===== config.mk =====
export PLATFORM = sky130hd
export DESIGN_NAME = color_matrix_pixel_transform_flat
export DESIGN_NICKNAME = d
export VERILOG_FILES = /design/src/sv/cmpt_pkg.sv /design/src/sv/cmpt_pix_in_if.sv /design/src/sv/cmpt_pix_out_if.sv /design/src/sv/cmpt_lane.sv /design/src/sv/cmpt_merge.sv /design/src/sv/color_matrix_pixel_transform.sv /design/src/flat_wrapper.sv
export SDC_FILE = /design/constraint.sdc
export NUM_CORES = 2
export LEC_CHECK = 0
export ABC_AREA = 1
export ABC_CLOCK_PERIOD_IN_PS = 15500
export BUFFER_PORTS_ARGS = -buffer_cell sky130_fd_sc_hd__buf_4
export CORE_MARGIN = 4
export CORE_UTILIZATION = 41
export DETAILED_ROUTE_END_ITERATION = 10
export GPL_ROUTABILITY_DRIVEN = 0
export PLACE_DENSITY_LB_ADDON = 0.1
export REMOVE_ABC_BUFFERS = 1
export SYNTH_ARGS = -nofsm -noshare
export SYNTH_HDL_FRONTEND = slang
export SYNTH_HIERARCHICAL = 1
export SYNTH_SLANG_ARGS = --single-unit

===== constraint.sdc =====
create_clock -name clk_i -period 15.5 [get_ports clk_i]
set_input_delay 0 -clock clk_i [delete_from_list [all_inputs] [get_ports clk_i]]
set_output_delay 0 -clock clk_i [all_outputs]
set_load 0.1 [all_outputs]

===== src/sv/cmpt_pkg.sv =====
// Shared types, constants and helpers for the color matrix pixel transform.
`timescale 1ns / 1ps
package cmpt_pkg;

  localparam int unsigned COEF_WIDTH_DEF     = 16;
  localparam int unsigned COEF_FRAC_BITS_DEF = 12;
  localparam int unsigned HALF_BITS          = 16;
  localparam int unsigned NUM_REGS           = 6;
  localparam int unsigned NUM_ROWS           = 3;
  localparam int unsigned REG_WIDTH          = 32;
  localparam int unsigned CFG_ADDR_W         = 3;
  localparam int unsigned PIX_W              = 8;

  typedef enum logic [CFG_ADDR_W-1:0] {
    REG_RED_RG   = 3'd0,
    REG_RED_BO   = 3'd1,
    REG_GREEN_RG = 3'd2,
    REG_GREEN_BO = 3'd3,
    REG_BLUE_RG  = 3'd4,
    REG_BLUE_BO  = 3'd5
  } cmpt_reg_e;

  // Reset image of the register file: identity matrix at Q4.12.
  localparam logic [REG_WIDTH-1:0] REG_RESET [NUM_REGS] = '{
    32'h0000_1000, 32'h0000_0000, 32'h1000_0000,
    32'h0000_0000, 32'h0000_0000, 32'h0000_1000
  };

  // Pipeline advance strobes shared by the lanes and the merge stage.
  typedef struct packed {
    logic s1;
    logic s2;
    logic s3;
  } cmpt_adv_t;

  // Effective coefficient width: at most one register half.
  function automatic int unsigned eff_coef_w(input int unsigned cw);
    return (cw < HALF_BITS) ? cw : HALF_BITS;
  endfunction

  // Rounded accumulator width: room for four products plus rounding and
  // at least ten integer bits above the fraction.
  function automatic int unsigned acc_width(input int unsigned cw, input int unsigned fb);
    int unsigned a;
    int unsigned b;
    a = eff_coef_w(cw) + 11;
    b = fb + 10;
    return (a > b) ? a : b;
  endfunction

endpackage


===== src/sv/cmpt_pix_in_if.sv =====
// Input pixel channel: valid/ready handshake with an RGBA payload.
`timescale 1ns / 1ps
interface cmpt_pix_in_if;
  logic       valid;
  logic       ready;
  logic [7:0] red_in;
  logic [7:0] green_in;
  logic [7:0] blue_in;
  logic [7:0] alpha_in;

  modport source (output valid, output red_in, output green_in, output blue_in,
                  output alpha_in, input ready);
  modport sink   (input valid, input red_in, input green_in, input blue_in,
                  input alpha_in, output ready);
endinterface


===== src/sv/cmpt_pix_out_if.sv =====
// Output pixel channel: valid/ready handshake with an RGBA payload.
`timescale 1ns / 1ps
interface cmpt_pix_out_if;
  logic       valid;
  logic       ready;
  logic [7:0] red_out;
  logic [7:0] green_out;
  logic [7:0] blue_out;
  logic [7:0] alpha_out;

  modport source (output valid, output red_out, output green_out, output blue_out,
                  output alpha_out, input ready);
  modport sink   (input valid, input red_out, input green_out, input blue_out,
                  input alpha_out, output ready);
endinterface


===== src/sv/cmpt_lane.sv =====
// One matrix row: three gain products and the offset term, then their rounded sum.
`timescale 1ns / 1ps
module cmpt_lane #(
  parameter int unsigned COEF_WIDTH     = cmpt_pkg::COEF_WIDTH_DEF,
  parameter int unsigned COEF_FRAC_BITS = cmpt_pkg::COEF_FRAC_BITS_DEF
) (
  input  logic                   clk_i,
  input  cmpt_pkg::cmpt_adv_t    adv_i,
  input  logic signed [cmpt_pkg::eff_coef_w(COEF_WIDTH)-1:0] gain_r_i,
  input  logic signed [cmpt_pkg::eff_coef_w(COEF_WIDTH)-1:0] gain_g_i,
  input  logic signed [cmpt_pkg::eff_coef_w(COEF_WIDTH)-1:0] gain_b_i,
  input  logic signed [cmpt_pkg::eff_coef_w(COEF_WIDTH)-1:0] offset_i,
  input  logic [cmpt_pkg::PIX_W-1:0] red_i,
  input  logic [cmpt_pkg::PIX_W-1:0] green_i,
  input  logic [cmpt_pkg::PIX_W-1:0] blue_i,
  output logic signed [cmpt_pkg::acc_width(COEF_WIDTH, COEF_FRAC_BITS)-1:0] rounded_o
);
  import cmpt_pkg::*;

  localparam int unsigned CW = eff_coef_w(COEF_WIDTH);
  localparam int unsigned PW = CW + PIX_W + 1;
  localparam int unsigned RW = acc_width(COEF_WIDTH, COEF_FRAC_BITS);
  localparam logic signed [RW-1:0] HALF_UNIT = RW'(1) <<< (COEF_FRAC_BITS - 1);

  logic signed [PW-1:0] prod_r_d, prod_r_q;
  logic signed [PW-1:0] prod_g_d, prod_g_q;
  logic signed [PW-1:0] prod_b_d, prod_b_q;
  logic signed [PW-1:0] prod_o_d, prod_o_q;
  logic signed [RW-1:0] sum_d, sum_q;

  // Pixels are unsigned: widen with a zero sign bit before the signed multiply.
  always_comb begin
    prod_r_d = PW'(gain_r_i) * PW'($signed({1'b0, red_i}));
    prod_g_d = PW'(gain_g_i) * PW'($signed({1'b0, green_i}));
    prod_b_d = PW'(gain_b_i) * PW'($signed({1'b0, blue_i}));
    // Offset is in units of full scale: times 255.
    prod_o_d = (PW'(offset_i) <<< PIX_W) - PW'(offset_i);
  end

  always_comb begin
    sum_d = RW'(prod_r_q) + RW'(prod_g_q) + RW'(prod_b_q) + RW'(prod_o_q) + HALF_UNIT;
  end

  always_ff @(posedge clk_i) begin
    if (adv_i.s1) begin
      prod_r_q <= prod_r_d;
      prod_g_q <= prod_g_d;
      prod_b_q <= prod_b_d;
      prod_o_q <= prod_o_d;
    end
    if (adv_i.s2) begin
      sum_q <= sum_d;
    end
  end

  assign rounded_o = sum_q;

endmodule


===== src/sv/cmpt_merge.sv =====
// Output stage: scale back, clamp each lane to 0..255 and register the pixel.
`timescale 1ns / 1ps
module cmpt_merge #(
  parameter int unsigned COEF_WIDTH     = cmpt_pkg::COEF_WIDTH_DEF,
  parameter int unsigned COEF_FRAC_BITS = cmpt_pkg::COEF_FRAC_BITS_DEF
) (
  input  logic                clk_i,
  input  cmpt_pkg::cmpt_adv_t adv_i,
  input  logic signed [cmpt_pkg::acc_width(COEF_WIDTH, COEF_FRAC_BITS)-1:0]
                              rounded_i [cmpt_pkg::NUM_ROWS],
  input  logic [cmpt_pkg::PIX_W-1:0] alpha_i,
  output logic [cmpt_pkg::PIX_W-1:0] chan_o [cmpt_pkg::NUM_ROWS],
  output logic [cmpt_pkg::PIX_W-1:0] alpha_o
);
  import cmpt_pkg::*;

  localparam int unsigned RW = acc_width(COEF_WIDTH, COEF_FRAC_BITS);
  localparam int unsigned QW = RW - COEF_FRAC_BITS;

  logic [PIX_W-1:0] chan_d [NUM_ROWS];
  logic [PIX_W-1:0] chan_q [NUM_ROWS];
  logic [PIX_W-1:0] alpha_q;
  logic [QW-1:0]    quot   [NUM_ROWS];

  always_comb begin
    for (int i = 0; i < NUM_ROWS; i++) begin
      quot[i] = rounded_i[i][RW-1:COEF_FRAC_BITS];
      if (rounded_i[i][RW-1]) begin
        chan_d[i] = '0;
      end else if (quot[i][QW-1:PIX_W] != '0) begin
        chan_d[i] = '1;
      end else begin
        chan_d[i] = quot[i][PIX_W-1:0];
      end
    end
  end

  always_ff @(posedge clk_i) begin
    if (adv_i.s3) begin
      chan_q  <= chan_d;
      alpha_q <= alpha_i;
    end
  end

  assign chan_o  = chan_q;
  assign alpha_o = alpha_q;

endmodule


===== src/sv/color_matrix_pixel_transform.sv =====
// Top level of the 3x4 affine color matrix applied to one RGBA pixel per beat.
//
// Usage:
//   pix_i carries one RGBA pixel per beat, pix_o returns the transformed
//   pixel, one beat out for every beat in, in order. Alpha is copied.
//   The six coefficient registers are written through cfg_we_i, cfg_addr_i
//   and cfg_wdata_i (index 0..5, writes to 6 and 7 are dropped); write them
//   only while no pixel is in flight.
// Pipeline and throughput:
//   An accepted input beat passes the product, rounded-sum and clamp registers
//   in that order before it reaches pix_o. One pixel per cycle sustained while
//   pix_o is not stalled, through the three-stage multiply/sum/clamp pipeline.
// Stalls:
//   Each stage keeps its own valid bit and moves forward when the stage after
//   it is empty or moving, so pix_i.ready stays high while any bubble is left
//   and drops only when all three stages hold a pixel and pix_o is stalled.
// Reset:
//   rst_ni clears the pipeline valid bits and loads the identity matrix into
//   the coefficient registers (truncated to the coefficient width).
`timescale 1ns / 1ps
module color_matrix_pixel_transform #(
  parameter int unsigned COEF_WIDTH     = cmpt_pkg::COEF_WIDTH_DEF,
  parameter int unsigned COEF_FRAC_BITS = cmpt_pkg::COEF_FRAC_BITS_DEF
) (
  input  logic                                clk_i,
  input  logic                                rst_ni,
  cmpt_pix_in_if.sink                         pix_i,
  cmpt_pix_out_if.source                      pix_o,
  input  logic                                cfg_we_i,
  input  logic [cmpt_pkg::CFG_ADDR_W-1:0]     cfg_addr_i,
  input  logic [cmpt_pkg::REG_WIDTH-1:0]      cfg_wdata_i
);
  import cmpt_pkg::*;

  localparam int unsigned CW = eff_coef_w(COEF_WIDTH);
  localparam int unsigned RW = acc_width(COEF_WIDTH, COEF_FRAC_BITS);

  // Coefficients per row: gain red, gain green, gain blue, offset.
  logic signed [CW-1:0] gain_r_q [NUM_ROWS];
  logic signed [CW-1:0] gain_g_q [NUM_ROWS];
  logic signed [CW-1:0] gain_b_q [NUM_ROWS];
  logic signed [CW-1:0] offset_q [NUM_ROWS];

  // Register write: even index holds the red/green gains, odd the blue gain
  // and offset. Only the low CW bits of each half are kept.
  always_ff @(posedge clk_i or negedge rst_ni) begin
    if (!rst_ni) begin
      for (int i = 0; i < NUM_ROWS; i++) begin
        gain_r_q[i] <= REG_RESET[2*i][CW-1:0];
        gain_g_q[i] <= REG_RESET[2*i][HALF_BITS+CW-1:HALF_BITS];
        gain_b_q[i] <= REG_RESET[2*i+1][CW-1:0];
        offset_q[i] <= REG_RESET[2*i+1][HALF_BITS+CW-1:HALF_BITS];
      end
    end else if (cfg_we_i) begin
      unique case (cmpt_reg_e'(cfg_addr_i))
        REG_RED_RG: begin
          gain_r_q[0] <= cfg_wdata_i[CW-1:0];
          gain_g_q[0] <= cfg_wdata_i[HALF_BITS+CW-1:HALF_BITS];
        end
        REG_RED_BO: begin
          gain_b_q[0] <= cfg_wdata_i[CW-1:0];
          offset_q[0] <= cfg_wdata_i[HALF_BITS+CW-1:HALF_BITS];
        end
        REG_GREEN_RG: begin
          gain_r_q[1] <= cfg_wdata_i[CW-1:0];
          gain_g_q[1] <= cfg_wdata_i[HALF_BITS+CW-1:HALF_BITS];
        end
        REG_GREEN_BO: begin
          gain_b_q[1] <= cfg_wdata_i[CW-1:0];
          offset_q[1] <= cfg_wdata_i[HALF_BITS+CW-1:HALF_BITS];
        end
        REG_BLUE_RG: begin
          gain_r_q[2] <= cfg_wdata_i[CW-1:0];
          gain_g_q[2] <= cfg_wdata_i[HALF_BITS+CW-1:HALF_BITS];
        end
        REG_BLUE_BO: begin
          gain_b_q[2] <= cfg_wdata_i[CW-1:0];
          offset_q[2] <= cfg_wdata_i[HALF_BITS+CW-1:HALF_BITS];
        end
        default: begin
          // Unmapped index: drop the write.
        end
      endcase
    end
  end

  // Pipeline occupancy.
  logic      v1_q, v1_d;
  logic      v2_q, v2_d;
  logic      v3_q, v3_d;
  logic      rdy1, rdy2, rdy3;
  cmpt_adv_t adv;

  always_comb begin
    rdy3   = !v3_q || pix_o.ready;
    rdy2   = !v2_q || rdy3;
    rdy1   = !v1_q || rdy2;
    adv.s1 = rdy1;
    adv.s2 = rdy2;
    adv.s3 = rdy3;
    v1_d   = rdy1 ? pix_i.valid : v1_q;
    v2_d   = rdy2 ? v1_q : v2_q;
    v3_d   = rdy3 ? v2_q : v3_q;
  end

  always_ff @(posedge clk_i or negedge rst_ni) begin
    if (!rst_ni) begin
      v1_q <= 1'b0;
      v2_q <= 1'b0;
      v3_q <= 1'b0;
    end else begin
      v1_q <= v1_d;
      v2_q <= v2_d;
      v3_q <= v3_d;
    end
  end

  assign pix_i.ready = rdy1;
  assign pix_o.valid = v3_q;

  // Alpha rides alongside the first two stages.
  logic [PIX_W-1:0] alpha1_q, alpha2_q;

  always_ff @(posedge clk_i) begin
    if (adv.s1) begin
      alpha1_q <= pix_i.alpha_in;
    end
    if (adv.s2) begin
      alpha2_q <= alpha1_q;
    end
  end

  // One lane per output color channel.
  logic signed [RW-1:0] rounded [NUM_ROWS];

  for (genvar r = 0; r < NUM_ROWS; r++) begin : g_lane
    cmpt_lane #(
      .COEF_WIDTH     (COEF_WIDTH),
      .COEF_FRAC_BITS (COEF_FRAC_BITS)
    ) u_lane (
      .clk_i     (clk_i),
      .adv_i     (adv),
      .gain_r_i  (gain_r_q[r]),
      .gain_g_i  (gain_g_q[r]),
      .gain_b_i  (gain_b_q[r]),
      .offset_i  (offset_q[r]),
      .red_i     (pix_i.red_in),
      .green_i   (pix_i.green_in),
      .blue_i    (pix_i.blue_in),
      .rounded_o (rounded[r])
    );
  end

  logic [PIX_W-1:0] chan [NUM_ROWS];
  logic [PIX_W-1:0] alpha_out;

  cmpt_merge #(
    .COEF_WIDTH     (COEF_WIDTH),
    .COEF_FRAC_BITS (COEF_FRAC_BITS)
  ) u_merge (
    .clk_i     (clk_i),
    .adv_i     (adv),
    .rounded_i (rounded),
    .alpha_i   (alpha2_q),
    .chan_o    (chan),
    .alpha_o   (alpha_out)
  );

  assign pix_o.red_out   = chan[0];
  assign pix_o.green_out = chan[1];
  assign pix_o.blue_out  = chan[2];
  assign pix_o.alpha_out = alpha_out;

endmodule


===== src/flat_wrapper.sv =====
// flat-port wrapper written by rule: the top's interface ports become plain ports
module color_matrix_pixel_transform_flat import cmpt_pkg::*;
#(
  parameter int unsigned COEF_WIDTH     = cmpt_pkg::COEF_WIDTH_DEF,
  parameter int unsigned COEF_FRAC_BITS = cmpt_pkg::COEF_FRAC_BITS_DEF
)
  (clk_i, rst_ni, cfg_we_i, cfg_addr_i, cfg_wdata_i, pix_i_valid, pix_i_red_in, pix_i_green_in, pix_i_blue_in, pix_i_alpha_in, pix_i_ready, pix_o_valid, pix_o_red_out, pix_o_green_out, pix_o_blue_out, pix_o_alpha_out, pix_o_ready);
  cmpt_pix_in_if pix_i_i ();
  cmpt_pix_out_if pix_o_i ();
  input  logic clk_i;
  input  logic rst_ni;
  input  logic cfg_we_i;
  input  logic [cmpt_pkg::CFG_ADDR_W-1:0] cfg_addr_i;
  input  logic [cmpt_pkg::REG_WIDTH-1:0] cfg_wdata_i;
  input wire logic [$bits(pix_i_i.valid)-1:0] pix_i_valid;
  input wire logic [$bits(pix_i_i.red_in)-1:0] pix_i_red_in;
  input wire logic [$bits(pix_i_i.green_in)-1:0] pix_i_green_in;
  input wire logic [$bits(pix_i_i.blue_in)-1:0] pix_i_blue_in;
  input wire logic [$bits(pix_i_i.alpha_in)-1:0] pix_i_alpha_in;
  output wire logic [$bits(pix_i_i.ready)-1:0] pix_i_ready;
  output wire logic [$bits(pix_o_i.valid)-1:0] pix_o_valid;
  output wire logic [$bits(pix_o_i.red_out)-1:0] pix_o_red_out;
  output wire logic [$bits(pix_o_i.green_out)-1:0] pix_o_green_out;
  output wire logic [$bits(pix_o_i.blue_out)-1:0] pix_o_blue_out;
  output wire logic [$bits(pix_o_i.alpha_out)-1:0] pix_o_alpha_out;
  input wire logic [$bits(pix_o_i.ready)-1:0] pix_o_ready;
  assign pix_i_i.valid = pix_i_valid;
  assign pix_i_i.red_in = pix_i_red_in;
  assign pix_i_i.green_in = pix_i_green_in;
  assign pix_i_i.blue_in = pix_i_blue_in;
  assign pix_i_i.alpha_in = pix_i_alpha_in;
  assign pix_i_ready = pix_i_i.ready;
  assign pix_o_valid = pix_o_i.valid;
  assign pix_o_red_out = pix_o_i.red_out;
  assign pix_o_green_out = pix_o_i.green_out;
  assign pix_o_blue_out = pix_o_i.blue_out;
  assign pix_o_alpha_out = pix_o_i.alpha_out;
  assign pix_o_i.ready = pix_o_ready;
  color_matrix_pixel_transform #(.COEF_WIDTH(COEF_WIDTH), .COEF_FRAC_BITS(COEF_FRAC_BITS)) u_core (.clk_i(clk_i), .rst_ni(rst_ni), .pix_i(pix_i_i), .pix_o(pix_o_i), .cfg_we_i(cfg_we_i), .cfg_addr_i(cfg_addr_i), .cfg_wdata_i(cfg_wdata_i));
endmodule

---- Word level (Yosys, flattened, before mapping) ----
Cells that the tools add are included.
word-level totals
  input bits .............................. 72
  output and inout bits ................... 34
  flip-flop bits (word level) ............. 624
  logic and storage cells ................. 84
operators by class
  reductions and logical operators ........ 16
  add/subtract/negate cells ............... 15
  mux-type cells .......................... 3
  multiply operators ...................... 9
  equal/unequal tests ..................... 5
operators by type and width
  kind                                                              number
  16-bit by 9-bit multiplier with 25-bit output                     9
  26-bit by 25-bit adder with 27-bit output                         3
  27-bit by 13-bit adder with 27-bit output, second input constant  3
  27-bit by 25-bit adder with 27-bit output                         3
  25-bit by 25-bit adder with 26-bit output                         3
  24-bit by 16-bit subtractor with 25-bit output                    3
  8-bit 2-to-1 mux                                                  3
  7-bit nonzero test                                                3
  2-bit AND reduction                                               6
  3-bit by 2-bit == test with 1-bit output, second input constant   2
  3-bit == test, second input constant                              2
  3-bit by 1-bit == test with 1-bit output, second input constant   1
  1-bit logical NOT                                                 3
  3-bit logical NOT                                                 1
  1-bit logical OR                                                  3

---- Depth between registers and ports, before layout ----
  depth in word-level cells ............... 4
  gate-level depth with buffers ........... 23
  depth with buffers taken out ............ 21

---- Hierarchy ----
Netlist, hierarchy kept.
modules (own cells, without submodules)
  module                               times used  area each (um^2)  cells an instance
  cmpt_lane (u_core.g_lane[2].u_lane)  1           24,213.2          3,276
  cmpt_lane (u_core.g_lane[1].u_lane)  1           24,174.4          3,266
  cmpt_lane (u_core.g_lane[0].u_lane)  1           23,895.4          3,198
  color_matrix_pixel_transform         1           8,035.2           869
  cmpt_merge                           1           1,296.2           104

---- Worst setup path after synthesis ----
Ideal clock, no wire load.
  path type ............................... register to register
  start point ............................. register u_core.v3_q, in the netlist u_core/pix_o.valid
  end point ............................... register u_core.alpha1_q[0], enable pin
  slack ................................... 920 ps
  period minus slack after synthesis ...... 14,580 ps
  cell stages (with the launch flop) ...... 2
  arrival ................................. 10,534 ps
  cells stage by stage .................... dfrtp_1 > nand4_1
between the ends
  word-level cells in the longest chain between the ends .. 4
RTL lines
  item                      RTL line                             source
  start: declaration        color_matrix_pixel_transform.sv:90   logic v3_q, v3_d;
  start signal: assignment  color_matrix_pixel_transform.sv:114  v3_q <= v3_d;
  1-bit logical NOT         color_matrix_pixel_transform.sv:95   rdy3 = !v3_q || pix_o.ready;
  1-bit logical OR          color_matrix_pixel_transform.sv:95
  1-bit logical OR          color_matrix_pixel_transform.sv:96   rdy2 = !v2_q || rdy3;
  1-bit logical OR          color_matrix_pixel_transform.sv:97   rdy1 = !v1_q || rdy2;
  named net pix_i_ready     flat_wrapper.sv:20                   output wire logic [$bits(pix_i_i.ready)-1:0] pix_i_ready;
  end signal: assignment    color_matrix_pixel_transform.sv:126  alpha1_q <= pix_i.alpha_in;
  end: declaration          color_matrix_pixel_transform.sv:122  logic [PIX_W-1:0] alpha1_q, alpha2_q;
The timed path passes the listed nets, and every way through them passes these cells.
A chain may end at the register's enable or synchronous reset.

---- Final worst setup path ----
  start point ............................. register u_core/gain_r_q[47] in the netlist's numbering
  end point ............................... register u_core.g_lane[0].u_lane.prod_r_q[23] (data pin)
between the ends
  word-level cells in the longest chain between the ends .. 1
RTL lines
  item                                            RTL line                            source
  start: declaration                              color_matrix_pixel_transform.sv:39  logic signed [CW-1:0] gain_r_q [NUM_ROWS];
  start signal: indexed assignment                color_matrix_pixel_transform.sv:49  gain_r_q[i] <= REG_RESET[2*i][CW-1:0];
  16-bit by 9-bit multiplier with 25-bit output   cmpt_lane.sv:33                     prod_r_d = PW'(gain_r_i) * PW'($signed({1'b0, red_i}));
  named net u_core.g_lane[0].u_lane.prod_r_d[23]  cmpt_lane.sv:25                     logic signed [PW-1:0] prod_r_d, prod_r_q;
  end signal: assignment                          cmpt_lane.sv:46                     prod_r_q <= prod_r_d;
  end: declaration                                cmpt_lane.sv:25
The timed path passes the listed nets, and every way through them passes these cells.

==> out/qor.tcl <==
set qor(status) {finished, final reports clean}
set qor(critical_path_peak_fanout) 9
set qor(slew-limit-headroom_pct) 26.6
set qor(clock_insertion_delay_worst_skew_ns) 0.72
set qor(postLayoutSetupSlackWorst_ns) 10.74
set qor(maxUsedRoutingLayer) {met5}
set qor(core-area_um2) 195000
set qor(mostFrequentLayoutCell) {sky130_fd_sc_hd__nand2_1}
set qor(critical_path_arrival_ns) 5.24
set qor(min_path_type) {primary input to flip-flop}
set qor(finish.cell_count_without_fillers) 13300
set qor(overflow) 0
set qor(first_iter_violations) 4401
set qor(core.rowCount) 162
set qor(final_hold_viol_count) 0
set qor(final_critical_path_time_including_i_o_delays_and_setup_ns) 4.76
set qor(first_pass_grt_wire_length_mm) 373
set qor(post_synth.cell_area_avg_um2) 7.54
set qor(grt_max_degree) 159
set qor(detailroute.wirelength.met2_mm) 108
set qor(drive_above_1_share_pct) 3.97
set qor(drt_pre_antenna_iters) 6
set qor(layout-area-overhead-vs-synth_pct) 8.19
set qor(detailed_place_hpwl_mm) 188
set qor(cp.required_ns) 15.98
set qor(number_of_antenna_violations_at_the_first_check_in_global_routing) 4
set qor(initial_core_util_pct) 41.2
set qor(clock_tree.root_cell) {sky130_fd_sc_hd__clkbuf_16}
set qor(dpl_worst_slack_ns) 10.66
set qor(final_min_period_over_clock_period_pct) 30.7
set qor(rsz0062_at_grt) {false}
set qor(all_layer_gr_usage_pct) 23.6
set qor(htree_levels) 3
set qor(ctsLongestPathBuffers) 3
set qor(remaining_drc_errors) 0
set qor(routed_via_density) 4.78
set qor(numPortBuffers) 105
set qor(die_h_um) 451
set qor(netlist_area_um2) 80300
set qor(wire_per_inst_um) 17.9
set qor(timing_max_transition_violations_final) 0
set qor(setup_violations) 0
set qor(clock_tree_from_tritoncts) {done}
set qor(die_w_um) 451
set qor(cts-buffers-inserted) 81
set qor(timing.max_cap.violations) 0
set qor(cts_sinks) 588
set qor(ios) 106
set qor(cts.reportedPaths.clkPinSlew_ns) 0.06
set qor(cts.repair_timing.setup_buffer_count) 0
set qor(wl_met3_mm) 11.8
set qor(worstSetupEndpointType) {flip-flop}
set qor(vias) 63600
set qor(dp_cells) 13100
set qor(fin_worst_skew_ns) 0.0489
set qor(fp.dieArea_um2) 203000
set qor(finish.net_count) 12400
set qor(worst_pin_slew_ns) 1.10
set qor(criticalPathCategory) {flip-flop to flip-flop}
set qor(m1WireLength_mm) 112
set qor(utilization_pct) 44.6
set qor(cts-resized-gates) 0
set qor(setup_total_negative_slack_ns) 0
set qor(layout_common_cells) {sky130_fd_sc_hd__nand2_1 (3472), sky130_fd_sc_hd__inv_1 (2953), sky130_fd_sc_hd__fa_1 (1071)}
set qor(start_kind) {flip-flop}
set qor(first_global_vias) 64400
set qor(postRouteWirelength_mm) 238
set qor(drt.antenna.violating_nets) 0
set qor(syn-instance-count) 10600
set qor(synthesis.yosys.warnings) 6
set qor(maximum_frequency_from_static_timing_analysis_mhz) 210
## path summary, 6_finish.rpt
kind / startpoint / to / slack, ns / cells past startpoint
min in group asynchronous: rst_ni / u_core/gain_g_q[28] / 0.42 / 3
min reg2reg: u_core/alpha2_q[6] / u_core/u_merge/alpha_o[6] / 0.41 / 0
max: u_core/gain_r_q[47] / u_core/g_lane[0].u_lane/prod_r_q[23] / 10.74 / 17
max in group asynchronous: rst_ni / u_core/gain_b_q[38] / 14.29 / 4
min: pix_i_blue_in[1] / u_core/g_lane[0].u_lane/prod_b_q[1] / 0.19 / 4
max reg2reg: u_core/gain_r_q[47] / u_core/g_lane[0].u_lane/prod_r_q[23] / 10.74 / 17
## flip-flops by register name (all words and copies together) (netlist names)
| name | count |
|---|---|
| u_core/g_lane.u_lane/prod_b_q | 75 |
| u_core/pix_o.valid | 1 |
| u_core/v1_q | 1 |
| u_core/gain_r_q | 48 |
| u_core/g_lane.u_lane/prod_r_q | 75 |
| u_core/g_lane.u_lane/rounded_o | 45 |
| u_core/u_merge/alpha_o | 8 |
| u_core/u_merge/chan_o | 24 |
| u_core/offset_q | 48 |
| u_core/gain_g_q | 48 |
| u_core/g_lane.u_lane/prod_g_q | 75 |
| u_core/gain_b_q | 48 |
| u_core/alpha2_q | 8 |
| u_core/v2_q | 1 |
| u_core/g_lane.u_lane/prod_o_q | 75 |
| u_core/alpha1_q | 8 |
## metal layers
metal  up-vias  GRT usage [%]
met3       256           2.95
met1     31000           33.9
li1      30800              -
met5         -              0
met2      1452           37.8
met4         2           6.13
## metrics by stage
stage / hold slack, ns / instance area, um^2
final: 0.190 / 86900
after global routing: 0.173 / 86900
after CTS: 0.0996 / 86900
after detailed placement: 0.0506 / 83300
after global placement: 0.0486 / 83300
after floorplan: -0.296 / 79000
## layout make-up
class	instances	area, um^2
Fill cell	19900	108000
Multi-Input combinational cell	6749	51200
Sequential cell	588	16700
Inverter	2967	11100
Tap cell	2624	3280
Clock buffer	101	2160
Timing Repair Buffer	202	1760
Clock inverter	51	638
Antenna cell	3	7.51
## critical path: stages, from the launching register on
cell,delay [ns]
sky130_fd_sc_hd__dfrtp_1,0.48
sky130_fd_sc_hd__nand2_1,0.15
sky130_fd_sc_hd__inv_1,0.10
sky130_fd_sc_hd__fa_1,0.56
sky130_fd_sc_hd__inv_1,0.16
sky130_fd_sc_hd__fa_1,0.71
sky130_fd_sc_hd__inv_1,0.13
sky130_fd_sc_hd__fa_1,0.54
sky130_fd_sc_hd__inv_1,0.05
sky130_fd_sc_hd__fa_1,0.50
sky130_fd_sc_hd__inv_1,0.04
sky130_fd_sc_hd__ha_1,0.37
sky130_fd_sc_hd__a21oi_1,0.16
sky130_fd_sc_hd__o21ai_0,0.17
sky130_fd_sc_hd__nor2_1,0.20
sky130_fd_sc_hd__nand3_1,0.09
sky130_fd_sc_hd__nand2_1,0.06
sky130_fd_sc_hd__nand2_1,0.05
## what timing repair did
action,in CTS,in global routing
hold buffers,76,0
setup endpoints to repair,0,0
hold endpoints to repair,296,0
Power is left out: the tool's default activity adds up to more than one toggle a clock period on the data nets, which glitch-free logic cannot reach.
